File: src/hdl/dqp_pkg.sv
// shared types, codes and constants of the dns question parser
`default_nettype none

package dqp_pkg;

   // parse phases
   localparam logic [2:0] PH_HEADER = 3'd0;
   localparam logic [2:0] PH_LENGTH = 3'd1;
   localparam logic [2:0] PH_LABEL  = 3'd2;
   localparam logic [2:0] PH_TYPECL = 3'd3;
   localparam logic [2:0] PH_IGNORE = 3'd4;

   // status codes
   localparam logic [2:0] ST_OK        = 3'd0;
   localparam logic [2:0] ST_COUNTS    = 3'd1;
   localparam logic [2:0] ST_LABEL     = 3'd2;
   localparam logic [2:0] ST_NAME      = 3'd3;
   localparam logic [2:0] ST_TRUNCATED = 3'd4;

   // item kinds
   localparam logic KIND_CHAR   = 1'b0;
   localparam logic KIND_STATUS = 1'b1;

   // register indexes
   localparam logic CSR_MAX_LABEL_LEN = 1'b0;
   localparam logic CSR_MAX_NAME_LEN  = 1'b1;

   localparam logic [5:0] MAX_LABEL_LEN_RESET = 6'd63;
   localparam logic [8:0] MAX_NAME_LEN_RESET  = 9'd256;

   localparam logic [7:0] DOT_CHAR = 8'd46;

   // header layout
   localparam logic [3:0] HDR_COUNTS_FIRST = 4'd4;
   localparam logic [3:0] HDR_QDCOUNT_LOW  = 4'd5;
   localparam logic [3:0] HDR_LAST         = 4'd11;
   localparam logic [1:0] QI_LAST          = 2'd3;

   typedef struct packed {
      logic [2:0]  phase;
      logic [3:0]  header_index;
      logic        count_error;
      logic [8:0]  name_position;
      logic [5:0]  label_remaining;
      logic        label_seen;
      logic [1:0]  question_index;
      logic [31:0] type_class_hold;
   } state_type;

   typedef struct packed {
      logic        item_kind;
      logic [7:0]  name_char;
      logic [8:0]  name_length;
      logic [15:0] query_type;
      logic [15:0] query_class;
      logic [2:0]  status;
   } result_type;

endpackage

`default_nettype wire

File: src/hdl/dqp_req_if.sv
// input channel: one message byte per item
`default_nettype none

interface dqp_req_if;
   logic       valid;
   logic       ready;
   logic [7:0] byte_value;
   logic       last_byte;

   modport source (output valid, output byte_value, output last_byte, input ready);
   modport sink   (input valid, input byte_value, input last_byte, output ready);
endinterface

`default_nettype wire

File: src/hdl/dqp_rsp_if.sv
// result channel: name characters and the final status item
`default_nettype none

interface dqp_rsp_if;
   logic        valid;
   logic        ready;
   logic        item_kind;
   logic [7:0]  name_char;
   logic [8:0]  name_length;
   logic [15:0] query_type;
   logic [15:0] query_class;
   logic [2:0]  status;

   modport source (output valid, output item_kind, output name_char, output name_length,
                   output query_type, output query_class, output status, input ready);
   modport sink   (input valid, input item_kind, input name_char, input name_length,
                   input query_type, input query_class, input status, output ready);
endinterface

`default_nettype wire

File: src/hdl/dqp_step.sv
// per-byte parse step: next state and optional result item
`default_nettype none

module dqp_step (
   input  dqp_pkg::state_type  state_cur,
   input  logic [7:0]          byte_value,
   input  logic                last_byte,
   input  logic [5:0]          max_label_len,
   input  logic [8:0]          max_name_len,
   output dqp_pkg::state_type  state_nxt,
   output logic                res_valid,
   output dqp_pkg::result_type res
);
   import dqp_pkg::*;

   logic [7:0]  want;
   logic        cerr;
   logic [9:0]  name_sum;
   logic [5:0]  lrem_dec;
   logic [31:0] hold_nxt;

   function automatic result_type status_item(input logic [2:0] st, input logic [8:0] nlen,
                                              input logic [31:0] tc);
      result_type r;
      r = '0;
      r.item_kind = KIND_STATUS;
      r.status    = st;
      if (st == ST_OK) begin
         r.name_length = nlen;
         r.query_type  = tc[31:16];
         r.query_class = tc[15:0];
      end
      return r;
   endfunction

   function automatic result_type char_item(input logic [7:0] c);
      result_type r;
      r = '0;
      r.item_kind = KIND_CHAR;
      r.name_char = c;
      return r;
   endfunction

   assign want     = (state_cur.header_index == HDR_QDCOUNT_LOW) ? 8'd1 : 8'd0;
   assign cerr     = state_cur.count_error |
                     ((state_cur.header_index >= HDR_COUNTS_FIRST) && (byte_value != want));
   assign name_sum = {1'b0, state_cur.name_position} + {2'b00, byte_value} + 10'd1;
   assign lrem_dec = state_cur.label_remaining - 6'd1;
   assign hold_nxt = {state_cur.type_class_hold[23:0], byte_value};

   always_comb begin
      state_nxt = state_cur;
      res_valid = 1'b0;
      res       = '0;
      unique case (state_cur.phase)
         PH_HEADER: begin
            state_nxt.count_error = cerr;
            if (state_cur.header_index >= HDR_LAST) begin
               if (cerr) begin
                  res_valid       = 1'b1;
                  res             = status_item(ST_COUNTS, '0, '0);
                  state_nxt.phase = PH_IGNORE;
               end else begin
                  state_nxt.phase = PH_LENGTH;
               end
            end else begin
               state_nxt.header_index = state_cur.header_index + 4'd1;
            end
            if (last_byte && !res_valid) begin
               res_valid = 1'b1;
               res       = status_item(ST_TRUNCATED, '0, '0);
            end
         end
         PH_LENGTH: begin
            if (byte_value == 8'd0) begin
               // terminator
               state_nxt.name_position  = state_cur.name_position + 9'd1;
               state_nxt.phase          = PH_TYPECL;
               state_nxt.question_index = '0;
               state_nxt.type_class_hold = '0;
               res_valid = 1'b1;
               res = last_byte ? status_item(ST_TRUNCATED, '0, '0) : char_item(DOT_CHAR);
            end else if (byte_value > {2'b00, max_label_len}) begin
               res_valid       = 1'b1;
               res             = status_item(ST_LABEL, '0, '0);
               state_nxt.phase = PH_IGNORE;
            end else if (name_sum >= {1'b0, max_name_len}) begin
               res_valid       = 1'b1;
               res             = status_item(ST_NAME, '0, '0);
               state_nxt.phase = PH_IGNORE;
            end else begin
               if (last_byte) begin
                  res_valid = 1'b1;
                  res       = status_item(ST_TRUNCATED, '0, '0);
               end else if (state_cur.label_seen) begin
                  res_valid = 1'b1;
                  res       = char_item(DOT_CHAR);
               end
               state_nxt.name_position   = name_sum[8:0];
               state_nxt.label_remaining = byte_value[5:0];
               state_nxt.label_seen      = 1'b1;
               state_nxt.phase           = PH_LABEL;
            end
         end
         PH_LABEL: begin
            res_valid = 1'b1;
            res = last_byte ? status_item(ST_TRUNCATED, '0, '0) : char_item(byte_value);
            state_nxt.label_remaining = lrem_dec;
            if (lrem_dec == 6'd0) begin
               state_nxt.phase = PH_LENGTH;
            end
         end
         PH_TYPECL: begin
            state_nxt.type_class_hold = hold_nxt;
            if (state_cur.question_index >= QI_LAST) begin
               res_valid       = 1'b1;
               res             = status_item(ST_OK, state_cur.name_position, hold_nxt);
               state_nxt.phase = PH_IGNORE;
            end else begin
               state_nxt.question_index = state_cur.question_index + 2'd1;
               if (last_byte) begin
                  res_valid = 1'b1;
                  res       = status_item(ST_TRUNCATED, '0, '0);
               end
            end
         end
         default: begin
         end
      endcase
      // end of packet: wait for a fresh header
      if (last_byte) begin
         state_nxt       = '0;
         state_nxt.phase = PH_HEADER;
      end
   end

endmodule

`default_nettype wire

File: src/hdl/dns_question_parser.sv
// top level of the dns question parser: input register, parse step, result register
// path: an accepted item sits in the input register; its result, if any, is loaded into the
//   result register as the item leaves the input register, and is taken from there by rsp
// throughput: one byte item per cycle while the result register does not stall; the only loop is the parse state update
// a full result register that is not being taken stalls the input register, which stalls req through ready
// reset: synchronous active high, clears pipeline valids and parse state to header phase,
//   and sets max_label_len to 63 and max_name_len to 256
`default_nettype none

module dns_question_parser (
   input  logic        clock,
   input  logic        reset,
   dqp_req_if.sink     req_chan,
   dqp_rsp_if.source   rsp_chan,
   input  logic        csr_write_en,
   input  logic        csr_index,
   input  logic [8:0]  csr_write_data
);
   import dqp_pkg::*;

   // configuration registers
   logic [5:0] max_label_ff, max_label_in;
   logic [8:0] max_name_ff, max_name_in;

   // input register
   logic       s1_valid_ff, s1_valid_in;
   logic [7:0] s1_byte_ff;
   logic       s1_last_ff;

   // parse state
   state_type  state_ff, state_in;

   // result register
   logic       out_valid_ff, out_valid_in;
   result_type out_res_ff;

   logic       out_free;
   logic       s1_adv;
   logic       req_take;
   logic       step_valid;
   result_type step_res;

   // result slot is free when empty or being taken this cycle
   assign out_free = !out_valid_ff || rsp_chan.ready;
   // the input register drains whenever the result slot can take its outcome
   assign s1_adv   = s1_valid_ff && out_free;
   assign req_chan.ready = !s1_valid_ff || out_free;
   assign req_take = req_chan.valid && req_chan.ready;

   dqp_step u_step (
      .state_cur     (state_ff),
      .byte_value    (s1_byte_ff),
      .last_byte     (s1_last_ff),
      .max_label_len (max_label_ff),
      .max_name_len  (max_name_ff),
      .state_nxt     (state_in),
      .res_valid     (step_valid),
      .res           (step_res)
   );

   // register writes
   always_comb begin
      max_label_in = max_label_ff;
      max_name_in  = max_name_ff;
      if (csr_write_en) begin
         unique case (csr_index)
            CSR_MAX_LABEL_LEN: max_label_in = csr_write_data[5:0];
            CSR_MAX_NAME_LEN:  max_name_in  = csr_write_data;
            default: begin
            end
         endcase
      end
   end

   assign s1_valid_in  = req_take || (s1_valid_ff && !out_free);
   assign out_valid_in = out_free ? (s1_adv && step_valid) : out_valid_ff;

   always_ff @(posedge clock) begin
      if (reset) begin
         max_label_ff <= MAX_LABEL_LEN_RESET;
         max_name_ff  <= MAX_NAME_LEN_RESET;
         s1_valid_ff  <= 1'b0;
         out_valid_ff <= 1'b0;
         state_ff     <= '0;
      end else begin
         max_label_ff <= max_label_in;
         max_name_ff  <= max_name_in;
         s1_valid_ff  <= s1_valid_in;
         out_valid_ff <= out_valid_in;
         // state moves only as an item leaves the input register
         if (s1_adv) begin
            state_ff <= state_in;
         end
      end
   end

   // payload registers, no reset needed
   always_ff @(posedge clock) begin
      if (req_take) begin
         s1_byte_ff <= req_chan.byte_value;
         s1_last_ff <= req_chan.last_byte;
      end
      if (s1_adv && step_valid) begin
         out_res_ff <= step_res;
      end
   end

   assign rsp_chan.valid       = out_valid_ff;
   assign rsp_chan.item_kind   = out_res_ff.item_kind;
   assign rsp_chan.name_char   = out_res_ff.name_char;
   assign rsp_chan.name_length = out_res_ff.name_length;
   assign rsp_chan.query_type  = out_res_ff.query_type;
   assign rsp_chan.query_class = out_res_ff.query_class;
   assign rsp_chan.status      = out_res_ff.status;

   // a failing status carries no name length, type or class
   a_fail_fields_zero: assert property (@(posedge clock) disable iff (reset)
      (out_valid_ff && out_res_ff.item_kind == KIND_STATUS && out_res_ff.status != ST_OK)
      |-> (out_res_ff.name_length == 9'd0 && out_res_ff.query_type == 16'd0 &&
           out_res_ff.query_class == 16'd0))
      else $error("failing status item carries nonzero fields");

   // a name character item has no status fields
   a_char_clean: assert property (@(posedge clock) disable iff (reset)
      (out_valid_ff && out_res_ff.item_kind == KIND_CHAR)
      |-> (out_res_ff.status == ST_OK && out_res_ff.name_length == 9'd0))
      else $error("name item carries status fields");

   // status code stays in its defined range
   a_status_range: assert property (@(posedge clock) disable iff (reset)
      out_valid_ff |-> (out_res_ff.status <= ST_TRUNCATED))
      else $error("status code out of range");

   // the last byte of a packet returns the parser to a clean header phase
   a_last_clears: assert property (@(posedge clock) disable iff (reset)
      (s1_adv && s1_last_ff) |=> (state_ff == '0))
      else $error("state not cleared after last byte");

endmodule

`default_nettype wire
File: src/flat_wrapper.sv
// flat-port wrapper written by rule: the top's interface ports become plain ports
module dns_question_parser_flat import dqp_pkg::*;
  (clock, reset, csr_write_en, csr_index, csr_write_data, req_chan_valid, req_chan_byte_value, req_chan_last_byte, req_chan_ready, rsp_chan_valid, rsp_chan_item_kind, rsp_chan_name_char, rsp_chan_name_length, rsp_chan_query_type, rsp_chan_query_class, rsp_chan_status, rsp_chan_ready);
  dqp_req_if req_chan_i ();
  dqp_rsp_if rsp_chan_i ();
  input  logic clock;
  input  logic reset;
  input  logic csr_write_en;
  input  logic csr_index;
  input  logic [8:0] csr_write_data;
  input wire logic [$bits(req_chan_i.valid)-1:0] req_chan_valid;
  input wire logic [$bits(req_chan_i.byte_value)-1:0] req_chan_byte_value;
  input wire logic [$bits(req_chan_i.last_byte)-1:0] req_chan_last_byte;
  output wire logic [$bits(req_chan_i.ready)-1:0] req_chan_ready;
  output wire logic [$bits(rsp_chan_i.valid)-1:0] rsp_chan_valid;
  output wire logic [$bits(rsp_chan_i.item_kind)-1:0] rsp_chan_item_kind;
  output wire logic [$bits(rsp_chan_i.name_char)-1:0] rsp_chan_name_char;
  output wire logic [$bits(rsp_chan_i.name_length)-1:0] rsp_chan_name_length;
  output wire logic [$bits(rsp_chan_i.query_type)-1:0] rsp_chan_query_type;
  output wire logic [$bits(rsp_chan_i.query_class)-1:0] rsp_chan_query_class;
  output wire logic [$bits(rsp_chan_i.status)-1:0] rsp_chan_status;
  input wire logic [$bits(rsp_chan_i.ready)-1:0] rsp_chan_ready;
  assign req_chan_i.valid = req_chan_valid;
  assign req_chan_i.byte_value = req_chan_byte_value;
  assign req_chan_i.last_byte = req_chan_last_byte;
  assign req_chan_ready = req_chan_i.ready;
  assign rsp_chan_valid = rsp_chan_i.valid;
  assign rsp_chan_item_kind = rsp_chan_i.item_kind;
  assign rsp_chan_name_char = rsp_chan_i.name_char;
  assign rsp_chan_name_length = rsp_chan_i.name_length;
  assign rsp_chan_query_type = rsp_chan_i.query_type;
  assign rsp_chan_query_class = rsp_chan_i.query_class;
  assign rsp_chan_status = rsp_chan_i.status;
  assign rsp_chan_i.ready = rsp_chan_ready;
  dns_question_parser u_core (.clock(clock), .reset(reset), .req_chan(req_chan_i), .rsp_chan(rsp_chan_i), .csr_write_en(csr_write_en), .csr_index(csr_index), .csr_write_data(csr_write_data));
endmodule
File: config.mk
export PLATFORM = sky130hd
export DESIGN_NAME = dns_question_parser_flat
export DESIGN_NICKNAME = d
export VERILOG_FILES = /design/src/hdl/dqp_pkg.sv /design/src/hdl/dqp_req_if.sv /design/src/hdl/dqp_rsp_if.sv /design/src/hdl/dqp_step.sv /design/src/hdl/dns_question_parser.sv /design/src/flat_wrapper.sv
export SDC_FILE = /design/constraint.sdc
export NUM_CORES = 1
export LEC_CHECK = 0
export ABC_CLOCK_PERIOD_IN_PS = 10150
export BUFFER_PORTS_ARGS = -buffer_cell sky130_fd_sc_hd__buf_2
export CAP_MARGIN = 20
export CORE_MARGIN = 1.5
export CORE_UTILIZATION = 57
export CTS_CLUSTER_SIZE = 30
export DETAILED_ROUTE_END_ITERATION = 10
export PLACE_DENSITY_LB_ADDON = 0.2
export SLEW_MARGIN = 20
export SYNTH_ARGS = -nofsm -noshare
export SYNTH_HDL_FRONTEND = slang
export SYNTH_SLANG_ARGS = --single-unit
File: constraint.sdc
create_clock -name clock -period 10.15 [get_ports clock]
set_clock_uncertainty 0.2 [all_clocks]
set_input_delay 0.5075 -clock clock [delete_from_list [all_inputs] [get_ports clock]]
set_output_delay 0.5075 -clock clock [all_outputs]
set_load 0.05 [all_outputs]
* Word-level counts from Yosys, hierarchy flattened *
Index checks and enable logic that the tools add are counted.
Widths: inputs -> output; s select.

storage, ports and cells
  register bits = 129
  bits of input ports = 24
  output and inout bits = 55
  word-level logic and storage cells = 130

operators by class
  add/subtract/negate cells = 6
  order comparisons = 5
  eq/ne operators = 19
  muxes and demuxes = 47
  bitwise gates (word level) = 2
  reductions and logical operators = 31

operators by type and width
  kind                   count
  $mux 53                11
  $pmux 53 s4            1
  $pmux 34 s2            1
  $mux 58                1
  $mux 50                1
  $mux 34                1
  $mux 16                2
  $ne 3x2->1 const B     10
  $mux 3                 7
  $mux 9                 2
  $reduce_and 5->1       3
  $mux 1                 13
  $pmux 3 s4             1
  $pmux 6 s2             1
  $add 10x1->10 const B  1
  $add 9x8->10           1
  $ge 10x9->1            1
  $add 9x1->9 const B    1
  $gt 8x6->1             1
  $logic_not 8->1        1
  $ne 2x1->1 const B     4
  $ne 8x1->1             1
  $reduce_and 4->1       2
  $mux 7                 1
  25 further kinds       41

* Logic depth before layout (Yosys ltp) *
Gate-level depths: netlist of run 1.

  depth after elaboration = 13
  gate-level depth with buffers = 17
  mapped depth without buffers = 16

* Modules after synthesis *
A second synthesis of run 1 with hierarchy kept.

second synthesis, totals
  cells, all modules = 830
  area, all modules = 7826.3 µm²

by module, submodules not included
  module               instances  cells each  area each (µm²)  seq. area each (µm²)
  dns_question_parser  1          392         5088.6           3363.2
  dqp_step             1          438         2737.6           0.0

* Worst setup path after synthesis of run 1 *
No wires, ideal clock.

  path type = flip-flop to flip-flop
  start point = register u_core.s1_byte_ff[0]
  end point = register u_core.out_res_ff, in the netlist u_core.rsp_chan.item_kind, enable pin
  library setup time = 0.497 ns
  arrival time = 5.935 ns
  required time = 9.453 ns
  slack = 3.518 ns
  cell stages (with the launch flop) = 15
  buffers on the path = 0
  period minus slack after synthesis = 6.632 ns
  path through = edfxtp_1 -> inv_1 -> ha_1 -> inv_1 -> fa_1 -> a211oi_1 -> o21ai_0 -> a31o_2 -> a21oi_1 -> xnor2_1 -> ha_1 -> nand3_1 -> o31ai_1 -> nor4_4 -> a31oi_1

between the ends
  cells in the longest elaborated chain, start to end = 11
  elaborated cells on any way between the ends = 19
  those cells by class = 2 x add/sub; 2 x order compare; 1 x eq/ne; 8 x mux; 1 x bitwise; 5 x reduce/logical

RTL lines
  what                                                  RTL line                    source
  start, declared                                       dns_question_parser.sv:27   logic [7:0] s1_byte_ff;
  start signal, assigned                                dns_question_parser.sv:100  s1_byte_ff <= req_chan.byte_value;
  branches (longest 9 deep; another with $add 9x8->10)  -
  $pmux 1 s4 *                                          dqp_step.sv:55              unique case (state_cur.phase)
  $logic_and 1x1->1 *                                   dns_question_parser.sv:103  if (s1_adv && step_valid) begin
  end signal, assigned                                  dns_question_parser.sv:104  out_res_ff <= step_res;
  end, declared                                         dns_question_parser.sv:35   result_type out_res_ff;

Every way passes the cells marked *. The select of a mux whose other input is x is not followed.
A chain may end at the register's enable or synchronous reset.

* Worst setup path after layout of run 1 *
  start point = register u_core.s1_byte_ff[0]
  end point = register u_core.out_res_ff, in the netlist u_core.rsp_chan.status[2], enable pin

Same word-level chain as after synthesis.

==> summary.md, run 1 <==
| Metric | Value |
|---|---|
| Cell Pwr Density | `178 mW/mm2` |
| Cells after Synth | `628` |
| RSZ-0062 raised after global routing | `no` |
| Async SR Flop Fraction | `0%` |
| Critical path type | `flop to flop` |
| Initial Utilization | `58.2%` |
| Post-route total power | `1.33 mW` |
| Setup TNS | `0 ns` |
| Minimum clock period | `5.07 ns` |
| Max Clk Rate | `0.197 GHz` |
| Ys Warns | `0` |
| LEAKAGE | `2.87 nW` |
| Tcrit/Tclk final | `49.9%` |
| Outcome | `complete, no violations` |
| Clock slew at reported path FFs | `0.06 ns` |
| Final Hold Fails | `0` |
| DIE HEIGHT | `108 um` |
| Rows | `38` |
| Placed insts | `817` |
| Diodes inserted | `0` |
| Least-Margin Pin Slew | `1.01 ns` |
| Final global-route overflow total | `0` |
| Initial DRT Pass Iterations | `5` |
| Relative slew margins | `32.9%` |
| Sequential area share after synthesis | `51.0%` |
| Finished Layout Cells | `863` |
| Number of global-route vias before repair | `4824` |
| Wirelength, routed | `14.8 mm` |
| Top cells by instance count after synthesis | `68 x nand2_1, 67 x dfxtp_1, 62 x edfxtp_1` |
| Synthesized area | `0.00628 mm2` |
| Clk Latency, worst-skew pair | `0.53 ns` |
| Top_reg_cell synth | `dfxtp_1` |
| Boundary Pins | `79` |
| Fin nets | `764` |
| Area contributors post-synth | `edfxtp_1 30%, dfxtp_1 21%, ha_1 5.8%` |
| Post-route ant nets | `0` |
| Setup-failing EPs final | `0` |
| Filler instances | `817` |
| Post-synth EDFFs | `62` |
| DR vias | `4996` |
| Die footprint | `0.0117 mm2` |
| Starting DRC count in detailed routing | `424` |
| CTS H-Tree Depth | `4` |
| Synth top area share | `29.7%` |
| Synth-to-Final Area Change | `19.4%` |
| GRT Resource Usage Total | `26.7%` |
| Final slew viol count | `0` |
| Via density | `5.79` |
| Routed wire per std cell | `17.1 um` |
| Hold WC Path Type | `primary input to flop` |
| Residual DRC | `0` |
| Startpoint types | `flop` |
| RePlAce Congestion | `0.938` |
| Net count after synthesis | `682` |
| Clock Sink Count | `129` |
| Layout cell share with drive strength beyond 1 | `18.0%` |
| Initial antenna violation count | `0` |
| Die W | `108 um` |
| Peak VDD IR | `0.120 mV` |
| CTS Buffer Depth | `2` |
| CP Max Fanout | `33` |
| Worst EP required | `10.13 ns` |
| Syn_area_per_cell | `10.0 um2` |
| CTS Buf Count | `17` |
| Post-CTS sizing | `0` |
| CTS tree | `built` |
| Most common cell in the netlist | `nand2_1` |
| DP HPWL | `9.79 mm` |
| CP arrival | `5.05 ns` |
| Maximum Capacitance Violations | `0` |
| Post-CTS setup buffer count | `0` |
| First-pass GRT wire length | `23.6 mm` |
| FF+latch count, synth | `129` |
| CTS root buf | `clkbuf_8` |
| Pin count of the biggest net entering global routing | `63` |
| Core Area | `0.0108 mm2` |
| Library cells used by synthesis | `67` |
| Synth area leader | `edfxtp_1` |
| IO Port Bufs | `78` |
| Setup crit end kind | `flop` |
## cell usage in the layout, fill, tap and decap left out, drive strengths merged, types with 5 or more instances in the layout
| cell type | Yosys | final |
|---|---|---|
| dlygate4sd3 | 0 | 14 |
| nor3 | 8 | 8 |
| a211o | 8 | 8 |
| a211oi | 5 | 5 |
| nor2 | 43 | 43 |
| edfxtp | 62 | 62 |
| nor2b | 8 | 8 |
| xnor2 | 9 | 9 |
| a31oi | 8 | 8 |
| and2 | 49 | 49 |
| nand2b | 9 | 9 |
| clkinv | 0 | 6 |
| nand2 | 68 | 68 |
| mux2i | 6 | 6 |
| buf | 9 | 83 |
| a21o | 9 | 9 |
| nand3 | 35 | 35 |
| ha | 29 | 29 |
| dfxtp | 67 | 67 |
| a21oi | 53 | 53 |
| or3 | 5 | 5 |
| and3 | 5 | 5 |
| inv | 23 | 25 |
| o21ai | 18 | 18 |
| xor2 | 9 | 9 |
| clkbuf | 25 | 19 |
## routing by layer
layer,wire [um],track usage [%]
met1,6130,32.3
met2,7300,44.5
met3,879,7.59
met4,454,11.6
met5,0,0
## power by group
part	leakage, nW	internal (mW)	switching (mW)
combinational	1.50	0.0405	0.0832
clock	0.300	0.406	0.228
sequential	1.07	0.559	0.0135
## critical path, stage by stage (launching register included)
cell and delay, ns:
edfxtp_1 0.50, inv_1 0.16, ha_1 0.19, inv_1 0.06, fa_1 0.42, a211oi_1 0.32
o21ai_0 0.14, a31o_2 0.24, a21oi_1 0.24, xnor2_1 0.11, ha_1 0.33, nand3_1 0.10
o31ai_1 0.40, nor4_4 0.15, a31oi_4 0.64, buf_4 0.50
## final timing paths
kind	end	startpoint	cells after the start	slack (ns)
worst max register to register	u_core.rsp_chan.status[2]	u_core.s1_byte_ff[0]	15	5.08
worst min register to register	u_core.state_ff[19]	u_core.state_ff[19]	2	0.25
worst min-delay path	u_core.max_label_ff[2]	csr_write_data[2]	2	0.02
worst max-delay path	u_core.rsp_chan.status[2]	u_core.s1_byte_ff[0]	15	5.08
## flip-flops by register name, summed over array words and instances (netlist names)
signal                       count
u_core.max_name_ff               9
u_core.rsp_chan.name_char        8
u_core.s1_last_ff                1
u_core.rsp_chan.name_length      9
u_core.rsp_chan.query_class     16
u_core.rsp_chan.status           3
u_core.max_label_ff              6
u_core.rsp_chan.item_kind        1
u_core.rsp_chan.query_type      16
u_core.s1_valid_ff               1
u_core.rsp_chan.valid            1
u_core.s1_byte_ff                8
u_core.state_ff                 50
## layout make-up
cell class | count | area [um2] | share of cell area [%]
Multi-Input combinational cell | 442 | 2840 | 37.9
Clock buffer | 19 | 432 | 5.76
Timing Repair Buffer | 97 | 571 | 7.61
Tap cell | 140 | 175 | 2.34
Clock inverter | 13 | 185 | 2.47
Sequential cell | 129 | 3200 | 42.7
Inverter | 23 | 86.3 | 1.15
## through the flow
step	worst slack [ns]	cell area [um2]	hold WS (ns)	util [%]
final	5.08	7490	0.0221	69.4
after CTS	5.08	7490	0.00247	69.4
after global routing	4.74	7490	0.0124	69.4
after global placement	5.28	6730	0.236	62.4
after detailed placement	5.14	6730	0.240	62.4
after floorplan	3.52	6280	0.227	-
## what timing repair did
item                                   4_1_cts  5_1_grt
endpoints found under the hold margin       14        0
setup endpoints to repair                    0        0
hold buffers                                14        0
## kinds of logic (layout without fill, tap and decap cells)
logic type	after synthesis	count (layout)	share of synthesized area, %
AOI/OAI and AO/OA	138	138	15.2
xor gates and xnor gates	18	18	2.51
adders and majority gates	30	30	6.10
buffers and inverters	57	152	3.97
DFF	129	129	51.0
muxes	6	6	0.957
and+or+nand+nor	250	250	20.3
Power figures use the tool's default switching activity.
==> run 2, diff against run 1 <==
--- a/config.mk
+++ b/config.mk
@@ -5,11 +5,11 @@
 export SDC_FILE = /design/constraint.sdc
 export NUM_CORES = 1
 export LEC_CHECK = 0
-export ABC_CLOCK_PERIOD_IN_PS = 10150
+export ABC_CLOCK_PERIOD_IN_PS = 4200
 export BUFFER_PORTS_ARGS = -buffer_cell sky130_fd_sc_hd__buf_2
 export CAP_MARGIN = 20
 export CORE_MARGIN = 1.5
-export CORE_UTILIZATION = 57
+export CORE_UTILIZATION = 52
 export CTS_CLUSTER_SIZE = 30
 export DETAILED_ROUTE_END_ITERATION = 10
 export PLACE_DENSITY_LB_ADDON = 0.2
==> constraint.sdc (replaced) <==
create_clock -name clock -period 4.2 [get_ports clock]
set_clock_uncertainty 0.2 [all_clocks]
set_input_delay 0.21 -clock clock [delete_from_list [all_inputs] [get_ports clock]]
set_output_delay 0.21 -clock clock [all_outputs]
set_load 0.05 [all_outputs]
==> run 2 against run 1 <==
Clock-buffer cell count unchanged. Global-route usage decreased by 2.1 points. Cell count increased by 5.0%. Flip-flop and latch count unchanged. Wire length increased by 5.5%. Register-to-register slack got worse by 5.0 ns. Cell area increased by 6.0%. Power increased by 140%. Via count increased by 2.4%. Die area increased by 9.3%. Largest power group unchanged. Core utilization decreased by 1.0 points. Fmax increased by 22%.
==> summary.md, run 2 (synthesis results as in run 1) <==
| Metric | Value |
|---|---|
| Minimum clock period | `4.16 ns (-0.906 ns)` |
| Filler instances | `930 (+14%)` |
| CTS H-Tree Depth | `4 (unchanged)` |
| Number of global-route vias before repair | `4809 (-0.31%)` |
| Grt met1 use | `33.9% (+1.6 points)` |
| Met3 Usage GRT | `6.27% (-1.3 points)` |
| Die W | `113 um (+4.6%)` |
| IO Port Bufs | `78 (unchanged)` |
| CP peak stage delay | `0.45 ns (-0.19 ns)` |
| Starting DRC count in detailed routing | `477 (+13%)` |
| Die footprint | `0.0127 mm2 (+9.3%)` |
| LEAKAGE | `3.07 nW (+7.1%)` |
| Most common cell after layout, fill and taps aside | `buf_2` |
| Setup crit end kind | `flop` |
| DP HPWL | `10.6 mm (+8.7%)` |
| CTS root buf | `clkbuf_16` |
| Synth-to-Final Area Change | `26.6%` |
| Rows | `39 (+2.6%)` |
| Peak VDD IR | `0.248 mV (+110%)` |
| Critical path type | `flop to flop` |
| Largest reg by FF count | `u_core.state_ff` |
| CP Max Fanout | `8 (-76%)` |
| Final Hold Fails | `0 (unchanged)` |
| DR vias | `5114 (+2.4%)` |
| Combinational share of power | `11.6% (+2.3 points)` |
| DIE HEIGHT | `113 um (+4.6%)` |
| Fin nets | `804 (+5.2%)` |
| Clock power frac | `44.9% (-2.8 points)` |
| Switching power | `0.794 mW (+140%)` |
| Initial antenna violation count | `0 (unchanged)` |
| Tcrit/Tclk final | `99.1% (+49 points)` |
| Routed wire per std cell | `17.2 um (+0.50%)` |
| Relative slew margins | `50.7% (+18 points)` |
| Max reg flops | `50 (unchanged)` |
| Setup-failing EPs final | `0 (unchanged)` |
| Least-Margin Pin Slew | `0.737 ns (-0.270 ns)` |
| Via density | `5.64 (-2.5%)` |
| Boundary Pins | `79 (unchanged)` |
| Layout cell share with drive strength beyond 1 | `23.3% (+5.3 points)` |
| Core Area | `0.0116 mm2 (+7.6%)` |
| Hold WS | `0.0803 ns (+0.0582 ns)` |
| Residual DRC | `0 (unchanged)` |
| Pin count of the biggest net entering global routing | `42 (-33%)` |
| Final slew viol count | `0 (unchanged)` |
| Maximum Capacitance Violations | `0 (unchanged)` |
| GR Util met2 | `37.6% (-6.9 points)` |
| RSZ-0062 raised after global routing | `yes` |
| Finished Layout Cells | `906 (+5.0%)` |
| Clk Latency, worst-skew pair | `0.42 ns (-0.11 ns)` |
| Clock Sink Count | `129 (unchanged)` |
| Register share of total power | `43.5% (+0.5 points)` |
| Startpoint types | `flop` |
| CTS tree | `built` |
| Initial Utilization | `54.1% (-4.1 points)` |
| Slowest cell on the critical path | `or4_4` |
| CTS Buffer Depth | `2 (unchanged)` |
| First-pass GRT wire length | `24.2 mm (+2.3%)` |
| Cell Pwr Density | `397 mW/mm2 (+120%)` |
| Final global-route overflow total | `0 (unchanged)` |
| Worst EP required | `4.19 ns (-5.94 ns)` |
| Sw Share | `25.2% (+0.77 points)` |
| GR peak layer | `met2` |
| Crit path cell chain | `ha_1, nor2b_4, o31a_1, or4_4, a41oi_4, xnor2_2, ha_1, a21o_1, a221oi_2, o31ai_4, nor4_4, buf_6, a31oi_4, buf_6, buf_12` |
| CTS Buf Count | `17 (unchanged)` |
| Hold WC Path Type | `primary input to flop` |
| Max Clk Rate | `0.240 GHz (+22%)` |
| Post-route ant nets | `0 (unchanged)` |
| GRT Resource Usage Total | `24.6% (-2.1 points)` |
| Clock slew at reported path FFs | `0.06 ns (about the same)` |
| Diodes inserted | `0 (unchanged)` |
| Initial DRT Pass Iterations | `5 (unchanged)` |
| Most frequent cells in the layout | `78 x buf_2, 68 x nand2_1, 67 x dfxtp_1, 62 x edfxtp_1, 52 x a21oi_1` |
| Placed insts | `839 (+2.7%)` |
| Wirelength, routed | `15.6 mm (+5.5%)` |
| Internal Power | `2.36 mW (+130%)` |
| Outcome | `complete, no violations` |
| CP arrival | `4.15 ns (-0.90 ns)` |
| Layout Utilization | `68.4% (-1.0 points)` |
| RePlAce Congestion | `0.952 (+1.5%)` |
-- run 2: cell types whose count changed in the layout (fill, tap and decap cells not counted), moves of 2 or more --
| cell | change |
|---|---|
| buf_4 | +26 |
| dlygate4sd3_1 | +7 |
| clkbuf_16 | +3 |
| buf_12 | +2 |
| buf_6 | +2 |
| bufinv_16 | -2 |
| clkbuf_8 | -2 |
| inv_1 | -2 |
| inv_2 | +2 |
-- run 2: repair_timing --
item | in CTS | in global routing
hold buffers | 21 | 0
buffers inserted | 0 | 12
endpoints found under the setup margin | 0 | 67
hold endpoints to repair | 26 | 0
resized for setup | 0 | 21
-- run 2: stage by stage --
stage / setup WS, ns / setup TNS, ns / cell area, um2 / power [mW]
2_1_floorplan: -0.0556 / -2.99 / 6320 / 1.62
6_report: 0.0384 / 0 / 7950 / 3.15
3_5_place_dp: 0.0790 / 0 / 6920 / 1.71
4_1_cts: 0.0425 / 0 / 7700 / 3.14
5_1_grt: -0.107 / -4.70 / 7950 / 3.26
3_3_place_gp: 0.199 / 0 / 6920 / 1.71
-- run 2: critical path: cells and delay by family, from the launching register on --
family	cells	cell delay, ns
xor gates and xnor gates	1	0.11
adders and majority gates	2	0.62
DFF	1	0.40
and+or+nand+nor	3	0.80
buffers and inverters	3	0.51
AOI/OAI and AO/OA	6	1.29
-- run 2: layer usage --
layer	vias to the layer above	wire length, um
met1	2406	7220
met4	0	236
met3	21	998
met5	-	0
met2	187	7120
li1	2500	-
-- run 2: path summary, 6_finish.rpt --
check	from	end	slack, ns	cells past startpoint
worst max register to register	u_core.s1_byte_ff[1]	u_core.rsp_chan.query_type[9]	0.04	15
worst min register to register	u_core.state_ff[18]	u_core.state_ff[18]	0.25	2
worst min-delay path	reset	u_core.state_ff[8]	0.08	2
worst max-delay path	u_core.s1_byte_ff[1]	u_core.rsp_chan.query_type[9]	0.04	15
-- run 2: final cells by class --
class / instances / area [um2] / share of cell area, %
Sequential cell: 129 / 3200 / 40.3
Multi-Input combinational cell: 442 / 2960 / 37.2
Timing Repair Buffer: 137 / 953 / 12.0
Clock buffer: 19 / 433 / 5.45
Tap cell: 143 / 179 / 2.25
Clock inverter: 13 / 138 / 1.73
Inverter: 23 / 86.3 / 1.09
-- run 2: power by group through the flow --
stage	Combinational, mW	Sequential, mW	Clock, mW
after floorplan	0.155	1.47	0
after global placement	0.310	1.40	0
after detailed placement	0.316	1.40	0
after CTS	0.333	1.37	1.44
after global routing	0.392	1.38	1.49
final	0.365	1.37	1.41
==> run 3, diff against run 2 <==
--- a/config.mk
+++ b/config.mk
@@ -6,12 +6,12 @@
 export NUM_CORES = 1
 export LEC_CHECK = 0
 export ABC_CLOCK_PERIOD_IN_PS = 4200
-export BUFFER_PORTS_ARGS = -buffer_cell sky130_fd_sc_hd__buf_2
 export CAP_MARGIN = 20
 export CORE_MARGIN = 1.5
-export CORE_UTILIZATION = 52
+export CORE_UTILIZATION = 57
 export CTS_CLUSTER_SIZE = 30
 export DETAILED_ROUTE_END_ITERATION = 10
+export DONT_BUFFER_PORTS = 1
 export PLACE_DENSITY_LB_ADDON = 0.2
 export SLEW_MARGIN = 20
 export SYNTH_ARGS = -nofsm -noshare
==> run 3 against run 2 <==
Sequential share of layout area grew 1.9 points. Largest cell class unchanged. Register-to-register slack gained 0.096 ns. Core utilization grew 1.9 points. Critical endpoint is now u_core.rsp_chan.valid.
==> summary.md, run 3 (synthesis results as in run 1) <==
| Metric | Value |
|---|---|
| Startpoint types | `flop` |
| Least-Margin Pin Slew | `1.09 ns (+0.350 ns)` |
| LEAKAGE | `2.81 nW (-8.4%)` |
| Final WS setup | `0.135 ns (+0.0965 ns)` |
| Placed cell area | `0.00650 mm2 (-6.0%)` |
| Routed wire per std cell | `18.9 um (+10%)` |
| RePlAce Congestion | `0.896 (-5.9%)` |
| Number of global-route vias before repair | `4759 (-1.0%)` |
| Initial antenna violation count | `0 (unchanged)` |
| Rows | `38 (-2.6%)` |
| CP peak stage delay | `0.42 ns (-0.03 ns)` |
| Pin count of the biggest net entering global routing | `63 (+50%)` |
| Outcome | `complete, no violations` |
| CP Max Fanout | `38 (+30)` |
| DIE HEIGHT | `108 um (-4.4%)` |
| Most frequent cells in the layout | `68 x nand2_1, 67 x dfxtp_1, 62 x edfxtp_1, 52 x a21oi_1, 49 x and2_1` |
| CTS Buffer Depth | `2 (unchanged)` |
| Relative slew margins | `27.5% (-23 points)` |
| Finished Layout Cells | `832 (-8.2%)` |
| Largest reg by FF count | `u_core.state_ff` |
| Maximum Capacitance Violations | `0 (unchanged)` |
| Layout cell share with drive strength beyond 1 | `12.1% (-11 points)` |
| Boundary Pins | `79 (unchanged)` |
| Synth-to-Final Area Change | `20.9%` |
| Critical path type | `flop to flop` |
| Filler instances | `753 (-19%)` |
| DP HPWL | `9.94 mm (-6.5%)` |
| Cell Pwr Density | `407 mW/mm2 (+2.7%)` |
| Worst EP required | `4.42 ns (+0.23 ns)` |
| CTS root buf | `clkbuf_8` |
| Setup-failing EPs final | `0 (unchanged)` |
| Starting DRC count in detailed routing | `545 (+14%)` |
| Die W | `108 um (-4.4%)` |
| Final slew viol count | `0 (unchanged)` |
| Placed insts | `755 (-10%)` |
| WP buf/inv | `3 (unchanged)` |
| RSZ-0062 raised after global routing | `yes` |
| CP arrival | `4.28 ns (+0.13 ns)` |
| Setup TNS | `0 ns (unchanged)` |
| Initial DRT Pass Iterations | `6 (+1)` |
| Post-route cell area | `0.00759 mm2 (-4.5%)` |
| Initial Utilization | `58.2% (+4.1 points)` |
| Core Area | `0.0108 mm2 (-7.1%)` |
| Tcrit/Tclk final | `96.8% (-2.3 points)` |
| Via density | `6.01 (+6.6%)` |
| CTS Buf Count | `17 (unchanged)` |
| Hold WC Path Type | `primary input to flop` |
| CTS tree | `built` |
| DP Worst Slack | `0.118 ns (+0.0388 ns)` |
| Final Hold Fails | `0 (unchanged)` |
| GRT Resource Usage Total | `27.5% (+3.0 points)` |
| Fin nets | `733 (-8.8%)` |
| Peak VDD IR | `0.246 mV (-0.94%)` |
| CTS H-Tree Depth | `4 (unchanged)` |
| Layout Utilization | `70.3% (+1.9 points)` |
| Max Clk Rate | `0.246 GHz (+2.4%)` |
| Die footprint | `0.0117 mm2 (-8.5%)` |
| IO Port Bufs | `0 (-100%)` |
| Diodes inserted | `0 (unchanged)` |
| Most common cell after layout, fill and taps aside | `nand2_1` |
| Crit path cell chain | `ha_1, nor2b_1, o31a_1, or4_4, a41oi_2, xnor2_1, ha_1, a21o_1, a221oi_2, o31ai_2, nor4_4, buf_6, buf_6, a31oi_4, buf_12, o21ba_2` |
| First-pass GRT wire length | `24.2 mm (+0.23%)` |
| Setup crit end kind | `flop` |
| Wirelength, routed | `15.8 mm (+1.2%)` |
| DR vias | `5004 (-2.2%)` |
| Clock Sink Count | `129 (unchanged)` |
| Max reg flops | `50 (unchanged)` |
| Minimum clock period | `4.07 ns (-0.0965 ns)` |
| Clk Latency, worst-skew pair | `0.53 ns (+0.11 ns)` |
| Post-route ant nets | `0 (unchanged)` |
| CP delay by family, top | `compound AO/OA/AOI/OAI gates` |
| Final global-route overflow total | `0 (unchanged)` |
| Residual DRC | `0 (unchanged)` |
| Slowest cell on the critical path | `or4_4` |
| Clock slew at reported path FFs | `0.06 ns (about the same)` |
-- run 3: cell types whose count changed in the layout (fill, tap and decap cells not counted), sizes merged --
cell	delta
bufinv	-1
dlygate4sd3	+19
a41o	+1
clkinv	+2
buf	-89
inv	-2
clkbuf	-1
-- run 3: timing repair --
item	in CTS	in global routing
setup buffers	0	3
setup endpoints to repair	0	77
hold buffers	41	0
endpoints found under the hold margin	85	0
gates resized for setup	0	13
-- run 3: area by class of cell --
class | count | area [um2] | area share [%]
Sequential cell | 129 | 3200 | 42.2
Multi-Input combinational cell | 443 | 2940 | 38.8
Timing Repair Buffer | 65 | 628 | 8.27
Clock buffer | 20 | 447 | 5.88
Tap cell | 140 | 175 | 2.31
Clock inverter | 12 | 109 | 1.43
Inverter | 23 | 86.3 | 1.14
-- run 3: worst paths after layout --
path | startpoint | endpoint | slack (ns) | cells after the start
worst max-delay path | u_core.s1_byte_ff[1] | u_core.rsp_chan.valid | 0.13 | 16
worst max register to register | u_core.s1_byte_ff[1] | u_core.rsp_chan.valid | 0.13 | 16
worst min register to register | u_core.state_ff[19] | u_core.state_ff[19] | 0.25 | 2
worst min-delay path | csr_write_en | u_core.max_label_ff[2] | 0.05 | 2
-- run 3: metal layers --
layer | wire [um] | vias to the layer above | global-route usage, %
met5 | 0 | - | 0
li1 | - | 2363 | -
met2 | 7930 | 211 | 47.8
met4 | 545 | 0 | 13.3
met1 | 6380 | 2385 | 32.0
met3 | 896 | 45 | 6.39
-- run 3: report_power, final --
part / switching (mW) / internal [mW] / leakage (nW)
registers: 0.0968 / 1.35 / 1.07
clock network: 0.558 / 0.820 / 0.270
logic: 0.152 / 0.113 / 1.48
total: 0.806 / 2.29 / 2.81
-- run 3: stage by stage --
step	hold slack, ns	power (mW)
finish	0.0482	3.09
global route	0.0671	3.18
CTS	0.00192	3.08
detailed placement	0.0894	1.68
global placement	0.0878	1.67
floorplan	0.109	1.62
-- run 3: worst reg2reg max path, delay by kind of cell, from the launching register on --
kind | cells | cell delay, ns
adders and majority gates | 2 | 0.56
DFF | 1 | 0.39
buffers and inverters | 3 | 0.50
AOI/OAI and AO/OA | 7 | 1.31
and+or+nand+nor | 3 | 0.82
xor gates and xnor gates | 1 | 0.17
